## config.mk

```make
export PLATFORM = sky130hd
export DESIGN_NAME = boolean_expression_evaluator
export DESIGN_NICKNAME = d
export VERILOG_FILES = /design/src/bee_pkg.sv /design/src/bee_stack_cell.sv /design/src/bee_stack.sv /design/src/boolean_expression_evaluator.sv
export VERILOG_INCLUDE_DIRS = /design/src /design/src/src
export SDC_FILE = /design/constraint.sdc
export NUM_CORES = 1
export LEC_CHECK = 0
export ABC_CLOCK_PERIOD_IN_PS = 15200
export BUFFER_PORTS_ARGS = -buffer_cell sky130_fd_sc_hd__buf_4
export CAP_MARGIN = 25
export CORE_MARGIN = 4
export CORE_UTILIZATION = 35
export DETAILED_ROUTE_END_ITERATION = 8
export SYNTH_ARGS = -nofsm -noshare
export SYNTH_HDL_FRONTEND = slang
export SYNTH_SLANG_ARGS = --single-unit
```

## constraint.sdc

```tcl
create_clock -name clock -period 15.2 [get_ports clock]
set_input_delay 0.76 -clock clock [delete_from_list [all_inputs] [get_ports clock]]
set_output_delay 0.76 -clock clock [all_outputs]
set_load 0.01 [all_outputs]
```

## src/boolean_expression_evaluator_assert.svh

```systemverilog
// Assertion macros for the boolean expression evaluator.
`ifndef BOOLEAN_EXPRESSION_EVALUATOR_ASSERT_SVH
`define BOOLEAN_EXPRESSION_EVALUATOR_ASSERT_SVH

`ifndef NO_ASSERTIONS
// Checked on every edge out of reset.
`define BEE_ASSERT(lbl, prop, msg) \
   lbl: assert property (@(posedge clock) disable iff (reset) prop) else $error(msg);
// Checked on every edge, reset included.
`define BEE_ASSERT_ALWAYS(lbl, prop, msg) \
   lbl: assert property (@(posedge clock) prop) else $error(msg);
`else
`define BEE_ASSERT(lbl, prop, msg)
`define BEE_ASSERT_ALWAYS(lbl, prop, msg)
`endif

`endif

```

## src/bee_pkg.sv

```systemverilog
// Types and constants shared by the boolean expression evaluator modules.
package bee_pkg;

   localparam int NEST_DEPTH = 16;
   localparam int LEVEL_W    = $clog2(NEST_DEPTH + 1);
   localparam int NUM_VARS   = 26;
   localparam int VAR_IDX_W  = $clog2(NUM_VARS);

   localparam logic [7:0] CHAR_NOT     = 8'h21;
   localparam logic [7:0] CHAR_AND     = 8'h2A;
   localparam logic [7:0] CHAR_OR      = 8'h2B;
   localparam logic [7:0] CHAR_OPEN    = 8'h28;
   localparam logic [7:0] CHAR_CLOSE   = 8'h29;
   localparam logic [7:0] CHAR_UPPER_A = 8'h41;
   localparam logic [7:0] CHAR_UPPER_Z = 8'h5A;
   localparam logic [7:0] CHAR_LOWER_A = 8'h61;
   localparam logic [7:0] CHAR_LOWER_Z = 8'h7A;
   localparam logic [7:0] CASE_OFFSET  = 8'h20;

   localparam logic [2:0] CLS_START   = 3'd0;
   localparam logic [2:0] CLS_OPERAND = 3'd1;
   localparam logic [2:0] CLS_BINOP   = 3'd2;
   localparam logic [2:0] CLS_NOT     = 3'd3;
   localparam logic [2:0] CLS_OPEN    = 3'd4;

   localparam logic [2:0] ERR_NONE       = 3'd0;
   localparam logic [2:0] ERR_ILLEGAL    = 3'd1;
   localparam logic [2:0] ERR_MISPLACED  = 3'd2;
   localparam logic [2:0] ERR_UNBALANCED = 3'd3;
   localparam logic [2:0] ERR_OVERFLOW   = 3'd4;
   localparam logic [2:0] ERR_INCOMPLETE = 3'd5;

   typedef struct packed {
      logic term_neg;
      logic term_and;
      logic term_or;
   } terms_type;

   localparam terms_type TERMS_RESET = '{term_neg: 1'b0, term_and: 1'b1, term_or: 1'b0};

   typedef struct packed {
      logic push;
      logic pop;
   } stack_ctrl_type;

   typedef struct packed {
      logic [7:0] char_code;
      logic       last_char;
   } req_type;

   typedef struct packed {
      logic       expression_valid;
      logic       expression_value;
      logic [2:0] error_kind;
   } rsp_type;

endpackage

```

## src/bee_stack_cell.sv

```systemverilog
// One entry of the shifting level stack.
module bee_stack_cell
   import bee_pkg::*;
(
   input  logic           clock,
   input  stack_ctrl_type ctrl,
   input  terms_type      from_above,
   input  terms_type      from_below,
   output terms_type      entry
);

   terms_type entry_ff;
   terms_type entry_in;

   always_comb begin
      entry_in = entry_ff;
      if (ctrl.push) begin
         entry_in = from_above;
      end else if (ctrl.pop) begin
         entry_in = from_below;
      end
   end

   always_ff @(posedge clock) begin
      entry_ff <= entry_in;
   end

   assign entry = entry_ff;

endmodule

```

## src/bee_stack.sv

```systemverilog
// Level stack built as a row of shifting cells; cell 0 is the top.
module bee_stack
   import bee_pkg::*;
(
   input  logic           clock,
   input  stack_ctrl_type ctrl,
   input  terms_type      push_data,
   output terms_type      top_data
);

   terms_type entries [NEST_DEPTH];

   for (genvar i = 0; i < NEST_DEPTH; i++) begin : g_cell
      terms_type above;
      terms_type below;

      if (i == 0) begin : g_first
         assign above = push_data;
      end else begin : g_mid_above
         assign above = entries[i-1];
      end

      if (i == NEST_DEPTH - 1) begin : g_last
         assign below = entries[i];
      end else begin : g_mid_below
         assign below = entries[i+1];
      end

      bee_stack_cell u_cell (
         .clock      (clock),
         .ctrl       (ctrl),
         .from_above (above),
         .from_below (below),
         .entry      (entries[i])
      );
   end

   assign top_data = entries[0];

endmodule

```

## src/boolean_expression_evaluator.sv

```systemverilog
// Top level of the streaming boolean expression evaluator.
//
// Usage: characters of an infix expression (A-Z/a-z, ! * + and parentheses)
// enter one per transaction on the req_ channel; last_char marks the end.
// Variable values come from the 26-bit csr_ register; the user must write it
// only while the block is idle, which the block itself does not enforce.
// Only the last character of an expression produces a rsp_ transaction
// carrying the valid flag, the value and the error kind. Throughput: one
// character per cycle, save that a last character waits while the output
// register is full; each character is settled in the cycle it is accepted,
// and open parentheses shift the level stack cells one position in that cycle.
// The result sits in an output register; while it waits for rsp_ready,
// characters that are not last are still accepted, a last character is
// held off until the register frees up (same cycle as rsp_ready).
// Reset clears the expression state, the output valid and the csr_ register;
// the result data register and the stack cells hold no meaning until loaded.
module boolean_expression_evaluator
   import bee_pkg::*;
(
   input  logic                clock,
   input  logic                reset,
   input  logic                req_valid,
   output logic                req_ready,
   input  req_type             req_data,
   output logic                rsp_valid,
   input  logic                rsp_ready,
   output rsp_type             rsp_data,
   input  logic                csr_write_en,
   input  logic [NUM_VARS-1:0] csr_write_data
);

   `include "boolean_expression_evaluator_assert.svh"

   logic [NUM_VARS-1:0] values_ff;
   terms_type           terms_ff, terms_in;
   logic [LEVEL_W-1:0]  nest_ff, nest_in;
   logic [2:0]          prev_ff, prev_in;
   logic [2:0]          err_ff, err_in;
   logic                rsp_valid_ff;
   rsp_type             rsp_data_ff, rsp_data_in;

   logic                accept;
   logic [7:0]          upper;
   logic                is_letter;
   logic [VAR_IDX_W-1:0] var_idx;
   logic                want_op;
   logic                inner;
   logic [2:0]          err_final;
   stack_ctrl_type      stack_ctrl;
   terms_type           stack_top;

   function automatic terms_type take_operand(terms_type t, logic v);
      terms_type r;
      r = t;
      if (!(v ^ t.term_neg)) begin
         r.term_and = 1'b0;
      end
      r.term_neg = 1'b0;
      return r;
   endfunction

   assign accept    = req_valid && req_ready;
   assign req_ready = !rsp_valid_ff || rsp_ready || !req_data.last_char;

   assign upper = (req_data.char_code inside {[CHAR_LOWER_A:CHAR_LOWER_Z]}) ?
                  req_data.char_code - CASE_OFFSET : req_data.char_code;
   assign is_letter = upper inside {[CHAR_UPPER_A:CHAR_UPPER_Z]};
   assign var_idx   = VAR_IDX_W'(upper - CHAR_UPPER_A);
   assign want_op   = (prev_ff != CLS_OPERAND);
   assign inner     = terms_ff.term_or | terms_ff.term_and;

   bee_stack u_stack (
      .clock     (clock),
      .ctrl      (stack_ctrl),
      .push_data (terms_ff),
      .top_data  (stack_top)
   );

   always_comb begin
      terms_in   = terms_ff;
      nest_in    = nest_ff;
      prev_in    = prev_ff;
      err_in     = err_ff;
      stack_ctrl = '0;
      if (err_ff == ERR_NONE) begin
         if (is_letter) begin
            if (!want_op) begin
               err_in = ERR_MISPLACED;
            end else begin
               terms_in = take_operand(terms_ff, values_ff[var_idx]);
               prev_in  = CLS_OPERAND;
            end
         end else begin
            case (upper)
               CHAR_NOT: begin
                  if (!want_op) begin
                     err_in = ERR_MISPLACED;
                  end else begin
                     terms_in.term_neg = !terms_ff.term_neg;
                     prev_in           = CLS_NOT;
                  end
               end
               CHAR_AND: begin
                  if (want_op) begin
                     err_in = ERR_MISPLACED;
                  end else begin
                     prev_in = CLS_BINOP;
                  end
               end
               CHAR_OR: begin
                  if (want_op) begin
                     err_in = ERR_MISPLACED;
                  end else begin
                     terms_in.term_or  = terms_ff.term_or | terms_ff.term_and;
                     terms_in.term_and = 1'b1;
                     prev_in           = CLS_BINOP;
                  end
               end
               CHAR_OPEN: begin
                  if (!want_op) begin
                     err_in = ERR_MISPLACED;
                  end else if (nest_ff == LEVEL_W'(NEST_DEPTH)) begin
                     err_in = ERR_OVERFLOW;
                  end else begin
                     stack_ctrl.push = accept;
                     nest_in         = nest_ff + LEVEL_W'(1);
                     terms_in        = TERMS_RESET;
                     prev_in         = CLS_OPEN;
                  end
               end
               CHAR_CLOSE: begin
                  if (want_op) begin
                     err_in = ERR_MISPLACED;
                  end else if (nest_ff == '0) begin
                     err_in = ERR_UNBALANCED;
                  end else begin
                     stack_ctrl.pop = accept;
                     nest_in        = nest_ff - LEVEL_W'(1);
                     terms_in       = take_operand(stack_top, inner);
                     prev_in        = CLS_OPERAND;
                  end
               end
               default: begin
                  err_in = ERR_ILLEGAL;
               end
            endcase
         end
      end
   end

   always_comb begin
      err_final = err_in;
      if (err_in == ERR_NONE) begin
         if (nest_in != '0) begin
            err_final = ERR_UNBALANCED;
         end else if (prev_in != CLS_OPERAND) begin
            err_final = ERR_INCOMPLETE;
         end
      end
      rsp_data_in.expression_valid = (err_final == ERR_NONE);
      rsp_data_in.expression_value = (err_final == ERR_NONE) &&
                                     (terms_in.term_or || terms_in.term_and);
      rsp_data_in.error_kind       = err_final;
   end

   always_ff @(posedge clock) begin
      if (reset) begin
         values_ff    <= '0;
         terms_ff     <= TERMS_RESET;
         nest_ff      <= '0;
         prev_ff      <= CLS_START;
         err_ff       <= ERR_NONE;
         rsp_valid_ff <= 1'b0;
      end else begin
         if (csr_write_en) begin
            values_ff <= csr_write_data;
         end
         if (accept) begin
            if (req_data.last_char) begin
               terms_ff <= TERMS_RESET;
               nest_ff  <= '0;
               prev_ff  <= CLS_START;
               err_ff   <= ERR_NONE;
            end else begin
               terms_ff <= terms_in;
               nest_ff  <= nest_in;
               prev_ff  <= prev_in;
               err_ff   <= err_in;
            end
         end
         if (accept && req_data.last_char) begin
            rsp_valid_ff <= 1'b1;
         end else if (rsp_ready) begin
            rsp_valid_ff <= 1'b0;
         end
      end
   end

   always_ff @(posedge clock) begin
      if (accept && req_data.last_char) begin
         rsp_data_ff <= rsp_data_in;
      end
   end

   assign rsp_valid = rsp_valid_ff;
   assign rsp_data  = rsp_data_ff;

   `BEE_ASSERT(a_nest_bound, nest_ff <= LEVEL_W'(NEST_DEPTH), "nest level beyond stack depth")
   `BEE_ASSERT(a_last_gives_rsp, accept && req_data.last_char |=> rsp_valid,
               "no result after last character")
   `BEE_ASSERT(a_valid_matches_err,
               rsp_valid |-> (rsp_data.expression_valid == (rsp_data.error_kind == ERR_NONE)),
               "valid flag disagrees with error kind")
   `BEE_ASSERT(a_invalid_zero,
               rsp_valid && !rsp_data.expression_valid |-> !rsp_data.expression_value,
               "value set on invalid expression")
   `BEE_ASSERT_ALWAYS(a_reset_clears,
                      reset |=> !rsp_valid && nest_ff == '0 && err_ff == ERR_NONE,
                      "state not cleared by reset")

endmodule

```

==> metrics.txt, run 1 <==
Unique masters post-synth 67; grt total ovfl 0; crit end category flip-flop; Routed Antenna Nets 0; Slew @ Worst Pin a little under 1 ns; Detail Placement HPWL 7.643 mm; Core Box Area between 10000 and 15000 µm²; TritonCTS buffer count 9; EDFF count, synth between 50 and 60; max-cap violations 0; top_reg_cell synth edfxtp_1; diodes inserted 0; CTS tree done; Crit-path slowest cell ha_1; DP Worst Slack 10.74 ns; Setup TNS Final 0 ns; commonest non-fill, non-tap cells in the layout nor2_1, edfxtp_1, buf_4; delay-heaviest family, CP compound AO/OA/AOI/OAI gates; Seq pwr share between 50% and 60%; Worst Reg-to-Reg Cells 10; P&R area growth vs syn 15.15%; gr usage total approximately 14%; fin area approximately 5800 µm²; WL/cell between 15 and 20 µm; count of state elements after synthesis 94; Sw Share 24.31%; IO Count 47; clk_lat worst skew 0.35 ns; die width between 100 and 150 µm; Post-CTS Setup Bufs 0; vias in the first global route roughly 3.6k; # setup viols final 0; r2r setup slk roughly 12 ns; DRC errors left 0; sequential cell area fraction in the yosys report roughly half; first-pass GRT wire length around 18 mm; Placement Cell Area about 5500 µm²; row count 43; relative slew slack between 30% and 40%; Yosys warning count 0; Iter 0 DRT Violations 445; switching pwr ~130 µW; worst reg2reg startpoint nest_ff[1]; maximum resistive drop on vdd approximately 80 µV; max-slew violations 0; Net Count, Synth slightly above 500; initial core utilization a little over a third; reg-to-reg endpoint rsp_data[3]; Hold WS roughly 0.45 ns; CTS clock-pin slew for the worst setup and hold paths around 0.070 ns; cells after synthesis between 400 and 500; hold path depth 0; fraction of registers with async set/reset 0%; H-tree Lvls 3; Vias/cell roughly 5.4; Clock power frac between 30% and 40%; hold violation count in the final report 0; Power Density a little over 90 nW/µm²; crit share post-route a little over a quarter; CTS Sinks 94; Gate power share about a tenth; status complete, no violations; max incr delay on CP 0.65 ns; initial antenna violation count 0; worst hold path startpoint u_stack.g_cell[14].u_cell.entry[1]; RSZ-0062 raised after global routing no; Pleak about 0.0021 µW; clock buffer depth 2; min cycle time layout between 4 and 5 ns; Tot Pwr between 500 and 600 µW; CP Launch Type input pin; cts hold-fix bufs 0; gpl congestion 0.9073; share of cells above drive strength 1 between 20% and 30%; setup ws final about 11 ns; Die ar. 16270 µm²; Worst EP arrival between 4 and 5 ns; largest net degree at the start of global routing a little under 50; Max Clk Rate between 0.2 and 0.25 GHz; commonest non-fill, non-tap cell in the layout nor2_1; PostCTS Resize Cnt 0; # port buffers 46; final layout net count 537; CP Class in -> reg; TritonRoute pass-1 iters 6; crit-path cells buf_4, inv_1, ha_1, xor2_4, mux4_1, mux2_2, a211oi_2, a31oi_1, nand3_2, a21boi_2, o41a_1; Root Buffer clkbuf_16; Req. time, crit path around 15 ns; routed vias 3665; Post-Syn Area per Cell 10.97 µm²; skew final ~0.0092 ns; Int Power between 400 and 500 µW; critical path buffer and inverter count 2; chip height 127.6 µm; Crit Path Max Fanout 16; Worst Hold End u_stack.g_cell[15].u_cell.entry[1]; worst hold path type reg -> reg; Post-Route WL between 10 and 15 mm; Mapped Area between 5000 and 6000 µm²
[synthesized netlist by cell type, types with 2 or more instances]
master	number	area, µm²
edfxtp_1	53	1592
dfxtp_1	41	820.8
buf_1	3	11.26
o31ai_1	5	37.54
nand3_1	5	25.02
a211oi_1	3	22.52
nand2_1	23	86.33
nor4b_1	2	17.52
a221oi_1	5	43.79
o22ai_1	2	12.51
nor4_1	2	12.51
a221o_1	2	20.02
nand2b_1	6	37.54
xor2_1	2	17.52
or3b_1	3	26.28
nand4_1	2	12.51
nor3b_1	2	15.01
inv_1	13	48.80
buf_4	5	37.54
and2_1	3	18.77
o21ai_0	16	80.08
clkbuf_1	14	52.55
a21oi_1	18	90.09
or3_1	2	12.51
a31oi_1	6	37.54
ha_1	7	87.58
o2111ai_1	2	17.52
o32ai_1	4	35.03
o21a_1	3	22.52
and3_1	6	37.54
mux4_1	2	52.55
xnor2_1	2	17.52
nand3b_1	2	15.01
mux2i_1	36	360.4
mux2_2	46	518.0
nor2_1	57	214.0
a22oi_1	7	52.55
nor3_1	11	55.05
or2_2	5	31.28
[stage by stage]
step	util [%]	instances
after floorplan	-	456
after detailed placement	39.26	658
after global placement	39.26	658
after CTS	41.21	674
after global routing	41.35	675
final	41.35	675
[registers in the layout, indices dropped and copies added (netlist names)]
register	count
u_stack.g_cell.u_cell.entry	48
values_ff	26
nest_ff	5
rsp_data	5
err_ff	3
prev_ff	3
terms_ff	3
rsp_valid	1
[power groups by stage]
| stage | logic, µW | registers, µW | clock network (µW) |
|---|---|---|---|
| global placement | 52.5 | 280 | 0 |
| detailed placement | 53.4 | 280 | 0 |
| global route | 59.0 | 275 | 227 |
| floorplan | 34.9 | 280 | 0 |
| CTS | 53.6 | 275 | 218 |
| finish | 53.8 | 275 | 210 |
[kinds of logic (layout without fill, tap and decap cells)]
group                      Yosys count  after routing  synth area share [%]
DFF                                 94             94                 48.21
buffers and inverters               38             77                 3.426
AOI/OAI and AO/OA                   86             86                 11.93
and+or+nand+nor                    140            140                 14.15
adders and majority gates            7              7                 1.750
xor gates and xnor gates             5              5                 1.251
muxes                               86             86                 19.28
[metal layers]
layer / part of all wire (%) / up-vias / track usage, %
met3: 5.5 / 18 / 3.637
met5: 0 / - / 0
met2: 47 / 101 / 21.71
li1: - / 1773 / -
met1: 45 / 1773 / 18.13
met4: 2.0 / 0 / 5.237
[worst max-delay path by stage]
stage	start	endpoint	slack [ns]	cells past startpoint
6_report	req_data[1]	rsp_data[3]	11.16	11
5_1_grt	req_data[1]	rsp_data[3]	10.96	11
4_1_cts	req_data[1]	u_stack.g_cell[13].u_cell.entry[0]	11.11	9
3_5_place_dp	req_data[1]	u_stack.g_cell[13].u_cell.entry[0]	10.74	9
3_3_place_gp	req_data[1]	u_stack.g_cell[11].u_cell.entry[2]	10.87	9
2_1_floorplan	req_data[1]	u_stack.g_cell[0].u_cell.entry[0]	9.76	9
[final cells by class]
type                       count  area [µm²]
timing repair buffer          48       372.9
fill                        1348        8173
sequential                    94        2412
inverter                      13       48.80
multi-input combinational    324        2431
tap                          180       225.2
clock buffer                  10       229.0
clock inverter                 6       42.54
Note: power is estimated with default switching activity, not from simulation.
==> run 2: changes to the inputs <==
--- a/config.mk
+++ b/config.mk
@@ -6,7 +6,7 @@
 export SDC_FILE = /design/constraint.sdc
 export NUM_CORES = 1
 export LEC_CHECK = 0
-export ABC_CLOCK_PERIOD_IN_PS = 15200
+export ABC_CLOCK_PERIOD_IN_PS = 3800
 export BUFFER_PORTS_ARGS = -buffer_cell sky130_fd_sc_hd__buf_4
 export CAP_MARGIN = 25
 export CORE_MARGIN = 4
==> constraint.sdc (replaced) <==
create_clock -name clock -period 3.8 [get_ports clock]
set_input_delay 0.19 -clock clock [delete_from_list [all_inputs] [get_ports clock]]
set_output_delay 0.19 -clock clock [all_outputs]
set_load 0.01 [all_outputs]
==> metrics.txt, run 2 (synthesis gave the netlist of run 1 again) <==
CTS Sinks between 90 and 100; PostCTS Resize Cnt 0; Die ar. approximately 16000 µm²; maximum resistive drop on vdd 279.7 µV; TritonCTS buffer count 9; initial antenna violation count 0; Worst EP arrival about 3.2 ns; Hold WS approximately 0.073 ns; Gate power share between 9 and 10%; RSZ-0062 raised after global routing no; diodes inserted 0; TritonRoute pass-1 iters 7; Detail Placement HPWL 7.832 mm; max reg flops 48; final layout net count about 540; CP Class reg -> reg; Setup TNS Final 0 ns; share of cells above drive strength 1 between 20% and 30%; Vias/cell 5.454; vias in the first global route 3631; Sw Share 24.09%; worst hold path type in -> reg; Core Box Area around 14000 µm²; Seq pwr share 49.4%; crit-path cells or3b_1, o21ai_1, a21oi_1, o32a_1, a221oi_1, nand4b_1, nor3_2, o41a_1; clock buffer depth 2; hold violation count in the final report 0; Power Density about 380 nW/µm²; relative slew slack between 50 and 60%; setup ws final roughly 0.8 ns; Crit Path Max Fanout 16; commonest non-fill, non-tap cell in the layout nor2_1; Req. time, crit path roughly 4 ns; max-cap violations 0; Crit-path slowest cell or3b_1; Slew @ Worst Pin approximately 0.65 ns; die width between 100 and 150 µm; Root Buffer clkbuf_16; DRC errors left 0; DP Worst Slack 0.6113 ns; Post-CTS Setup Bufs 0; P&R area growth vs syn 16.55%; Pleak about 0.0022 µW; Max Clk Rate roughly 0.33 GHz; switching pwr between 500 and 600 µW; min cycle time layout a little over 3 ns; commonest non-fill, non-tap cells in the layout nor2_1, edfxtp_1, buf_4; # setup viols final 0; Int Power between 1500 and 2000 µW; WL/cell 16.54 µm; H-tree Lvls 3; Iter 0 DRT Violations 302; Routed Antenna Nets 0; Clock power frac around two fifths; CTS tree done; status complete, no violations; Fillers 1322; max incr delay on CP between 0.6 and 0.7 ns; # port buffers 46; cts hold-fix bufs 0; crit share post-route between 70% and 80%; delay-heaviest family, CP simple AND/OR/NAND/NOR gates; chip height between 100 and 150 µm; Placement Cell Area ~5500 µm²; gpl congestion ~0.91; crit end category flip-flop; first-pass GRT wire length between 15 and 20 mm; routed vias around 3.7k; fin area between 5000 and 6000 µm²; grt total ovfl 0; gr usage total around 14%; skew final roughly 0.014 ns; Post-Route WL ~11 mm; largest net degree at the start of global routing about 50; CP Launch Type flip-flop; critical path buffer and inverter count 0; clk_lat worst skew ~0.35 ns; IO Count 47; CTS clock-pin slew for the worst setup and hold paths around 0.080 ns; initial core utilization a little over a third; row count 43; max-slew violations 0
-- run 2: power groups by stage --
| stage | Sequential (µW) | Combinational (µW) | Clock [µW] |
|---|---|---|---|
| global route | 1100 | 242 | 971 |
| detailed placement | 1120 | 219 | 0 |
| floorplan | 1120 | 140 | 0 |
| finish | 1100 | 220 | 910 |
| global placement | 1120 | 213 | 0 |
| CTS | 1100 | 220 | 937 |
-- run 2: final cells by class --
cell class | count | area (µm²) | share of cell area, %
timing repair buffer | 53 | 410.4 | 7.037
multi-input combinational | 324 | 2432 | 41.71
clock buffer | 11 | 264.0 | 4.527
inverter | 13 | 48.80 | 0.8367
sequential | 94 | 2412 | 41.36
clock inverter | 5 | 38.79 | 0.6651
tap | 180 | 225.2 | 3.862
-- run 2: worst paths after layout --
kind	slack [ns]	end	start	depth (start not counted)
max	0.78	rsp_data[3]	prev_ff[0]	8
min	0.07	values_ff[18]	csr_write_data[18]	3
max reg2reg	0.78	rsp_data[3]	prev_ff[0]	8
min reg2reg	0.45	u_stack.g_cell[15].u_cell.entry[0]	u_stack.g_cell[14].u_cell.entry[0]	0
-- run 2: metal layers --
| layer | wire length (µm) | vias up | GRT usage [%] |
|---|---|---|---|
| met1 | 5233 | 1785 | 18.02 |
| met5 | 0 | - | 0 |
| met4 | 264 | 0 | 6.057 |
| li1 | - | 1790 | - |
| met3 | 491 | 24 | 3.010 |
| met2 | 5260 | 110 | 22.48 |
-- run 2: worst reg2reg max path: cells and delay by family (launching register included) --
kind / cells / cell delay [ns]
AOI/OAI and AO/OA: 5 / 1.25
and+or+nand+nor: 3 / 1.24
DFF: 1 / 0.41
-- run 2: per-stage QoR --
stage	utilization [%]	cells	total power (µW)
after floorplan	-	456	1259
after global placement	39.68	664	1336
after detailed placement	39.68	664	1342
after CTS	41.85	680	2257
final	41.85	680	2230
after global routing	41.85	680	2315
==> run 3: changes to the inputs <==
--- a/config.mk
+++ b/config.mk
@@ -6,7 +6,7 @@
 export SDC_FILE = /design/constraint.sdc
 export NUM_CORES = 1
 export LEC_CHECK = 0
-export ABC_CLOCK_PERIOD_IN_PS = 3800
+export ABC_CLOCK_PERIOD_IN_PS = 2820
 export BUFFER_PORTS_ARGS = -buffer_cell sky130_fd_sc_hd__buf_4
 export CAP_MARGIN = 25
 export CORE_MARGIN = 4
==> constraint.sdc (replaced) <==
create_clock -name clock -period 2.82 [get_ports clock]
set_input_delay 0.141 -clock clock [delete_from_list [all_inputs] [get_ports clock]]
set_output_delay 0.141 -clock clock [all_outputs]
set_load 0.01 [all_outputs]
==> metrics.txt, run 3 (synthesis gave the netlist of run 1 again) <==
TritonRoute pass-1 iters 5; first-pass GRT wire length ~19 mm; CTS clock-pin slew for the worst setup and hold paths approximately 0.07 ns; Levels on crit path 11; hold violation count in the final report 0; die width approximately 130 µm; # port buffers 46; Routed Antenna Nets 0; setup ws final approximately 0.18 ns; critical path buffer and inverter count 3; Int Power roughly 2300 µW; crit share post-route a little over nine tenths; worst reg2reg startpoint nest_ff[0]; Post-CTS Setup Bufs 0; routed vias 3761; Slew @ Worst Pin around 0.68 ns; Power Density roughly 490 nW/µm²; fin area around 6100 µm²; Setup TNS Final 0 ns; Post-Route WL about 11 mm; CP Launch Type flip-flop; worst hold path type in -> reg; commonest non-fill, non-tap cell in the layout buf_4; TritonCTS buffer count 9; Req. time, crit path 2.92 ns; WL/cell 15.99 µm; maximum resistive drop on vdd approximately 380 µV; Iter 0 DRT Violations approximately 230; Vias/cell between 5 and 6; CTS Sinks 94; status complete, no violations; Pleak roughly 0.0023 µW; initial antenna violation count 0; gpl congestion around 0.9; delay-heaviest family, CP compound AO/OA/AOI/OAI gates; Die ar. around 16000 µm²; Sw Share approximately 25%; Crit path top cell by count buf_4; skew final between 0.009 and 0.01 ns; CTS tree done; Core Box Area ~14000 µm²; CP Class reg -> reg; clock buffer depth 2; Max Clk Rate 0.3788 GHz; Placement Cell Area 5797 µm²; Clock power frac about two fifths; share of cells above drive strength 1 between 30% and 40%; Root Buffer clkbuf_16; clk_lat worst skew roughly 0.35 ns; grt total ovfl 0; Worst Setup SP nest_ff[0]; max incr delay on CP ~0.45 ns; gr usage total 14.58%; Worst Reg-to-Reg Cells 11; Detail Placement HPWL 8.115 mm; diodes inserted 0; Seq pwr share approximately half; crit-path cells inv_1, ha_1, buf_4, or4b_1, a31oi_1, a311o_1, o31ai_1, a221oi_2, nand4b_1, buf_4, a31o_2; Worst EP arrival roughly 2.7 ns; row count 43; Crit Path Max Fanout 4; final layout net count ~580; vias in the first global route around 3.8k; P&R area growth vs syn 22.21%; relative slew slack around 54%; largest net degree at the start of global routing 49; DP Worst Slack -0.06112 ns; # setup viols final 0; H-tree Lvls 3; CP Capture Point rsp_data[1]; DRC errors left 0; reg-to-reg endpoint rsp_data[1]; switching pwr 742.0 µW; crit end category flip-flop; initial core utilization roughly 36%; max-slew violations 0; max reg flops 48; RSZ-0062 raised after global routing no; Crit-path slowest cell or4b_1; Gate power share a little over a tenth; max-cap violations 0; r2r setup slk 0.18 ns; chip height 127.6 µm; commonest non-fill, non-tap cells in the layout buf_4, nor2_1, edfxtp_1; min cycle time layout 2.640 ns; IO Count 47
-- run 3: cell type report --
cell class / count / area, µm²
clock inverters: 6 / 42.54
fillers: 1320 / 7820
multi-input cells: 324 / 2450
inverters: 13 / 48.80
repair buffers: 88 / 685.7
well taps: 180 / 225.2
flip-flops and latches: 94 / 2412
clock buffers: 10 / 250.2
-- run 3: power by group through the flow --
stage	sequential (µW)	clock, µW	combinational, µW
detailed placement	1510	0	326
global placement	1510	0	322
global route	1490	1300	360
floorplan	1510	0	190
CTS	1480	1260	328
finish	1480	1210	329
-- run 3: metrics by stage --
step / power, µW / util, % / std cells / hold WS, ns
finish: 3023 / 43.88 / 715 / 0.02035
global placement: 1835 / 41.60 / 699 / 0.3743
floorplan: 1698 / - / 456 / 0.2879
detailed placement: 1839 / 41.60 / 699 / 0.3808
CTS: 3065 / 43.70 / 715 / 0.008398
global route: 3148 / 43.88 / 715 / 0.01633
-- run 3: how the worst min path moves through the flow --
stage	start	endpoint	slack [ns]	cells after the start
floorplan	csr_write_data[17]	values_ff[17]	0.29	2
global placement	csr_write_data[9]	values_ff[9]	0.37	3
detailed placement	csr_write_data[18]	values_ff[18]	0.38	3
CTS	csr_write_data[10]	values_ff[10]	0.008	3
global route	csr_write_data[10]	values_ff[10]	0.02	3
finish	csr_write_data[20]	values_ff[20]	0.02	3
-- run 3: what timing repair did --
action / 4_1_cts / 5_1_grt
endpoints found under the hold margin: 0 / 0
gates resized for setup: 0 / 4
setup endpoints to repair: 0 / 2
hold buffers: 0 / 0
-- run 3: routing by layer --
layer | part of all wire [%] | vias to the layer above | GRT usage, %
met5 | 0 | - | 0
met4 | 1.2 | 0 | 4.606
met3 | 6.1 | 11 | 4.097
met2 | 46 | 106 | 23.23
met1 | 46 | 1786 | 19.23
li1 | - | 1858 | -
-- run 3: worst register-to-register path, stage by stage, from the launching register on --
cell	delay [ns]
dfxtp_1	0.31
inv_1	0.05
ha_1	0.19
buf_4	0.14
or4b_1	0.45
a31oi_1	0.19
a311o_1	0.13
o31ai_1	0.09
a221oi_2	0.25
nand4b_1	0.21
buf_4	0.20
a31o_2	0.19
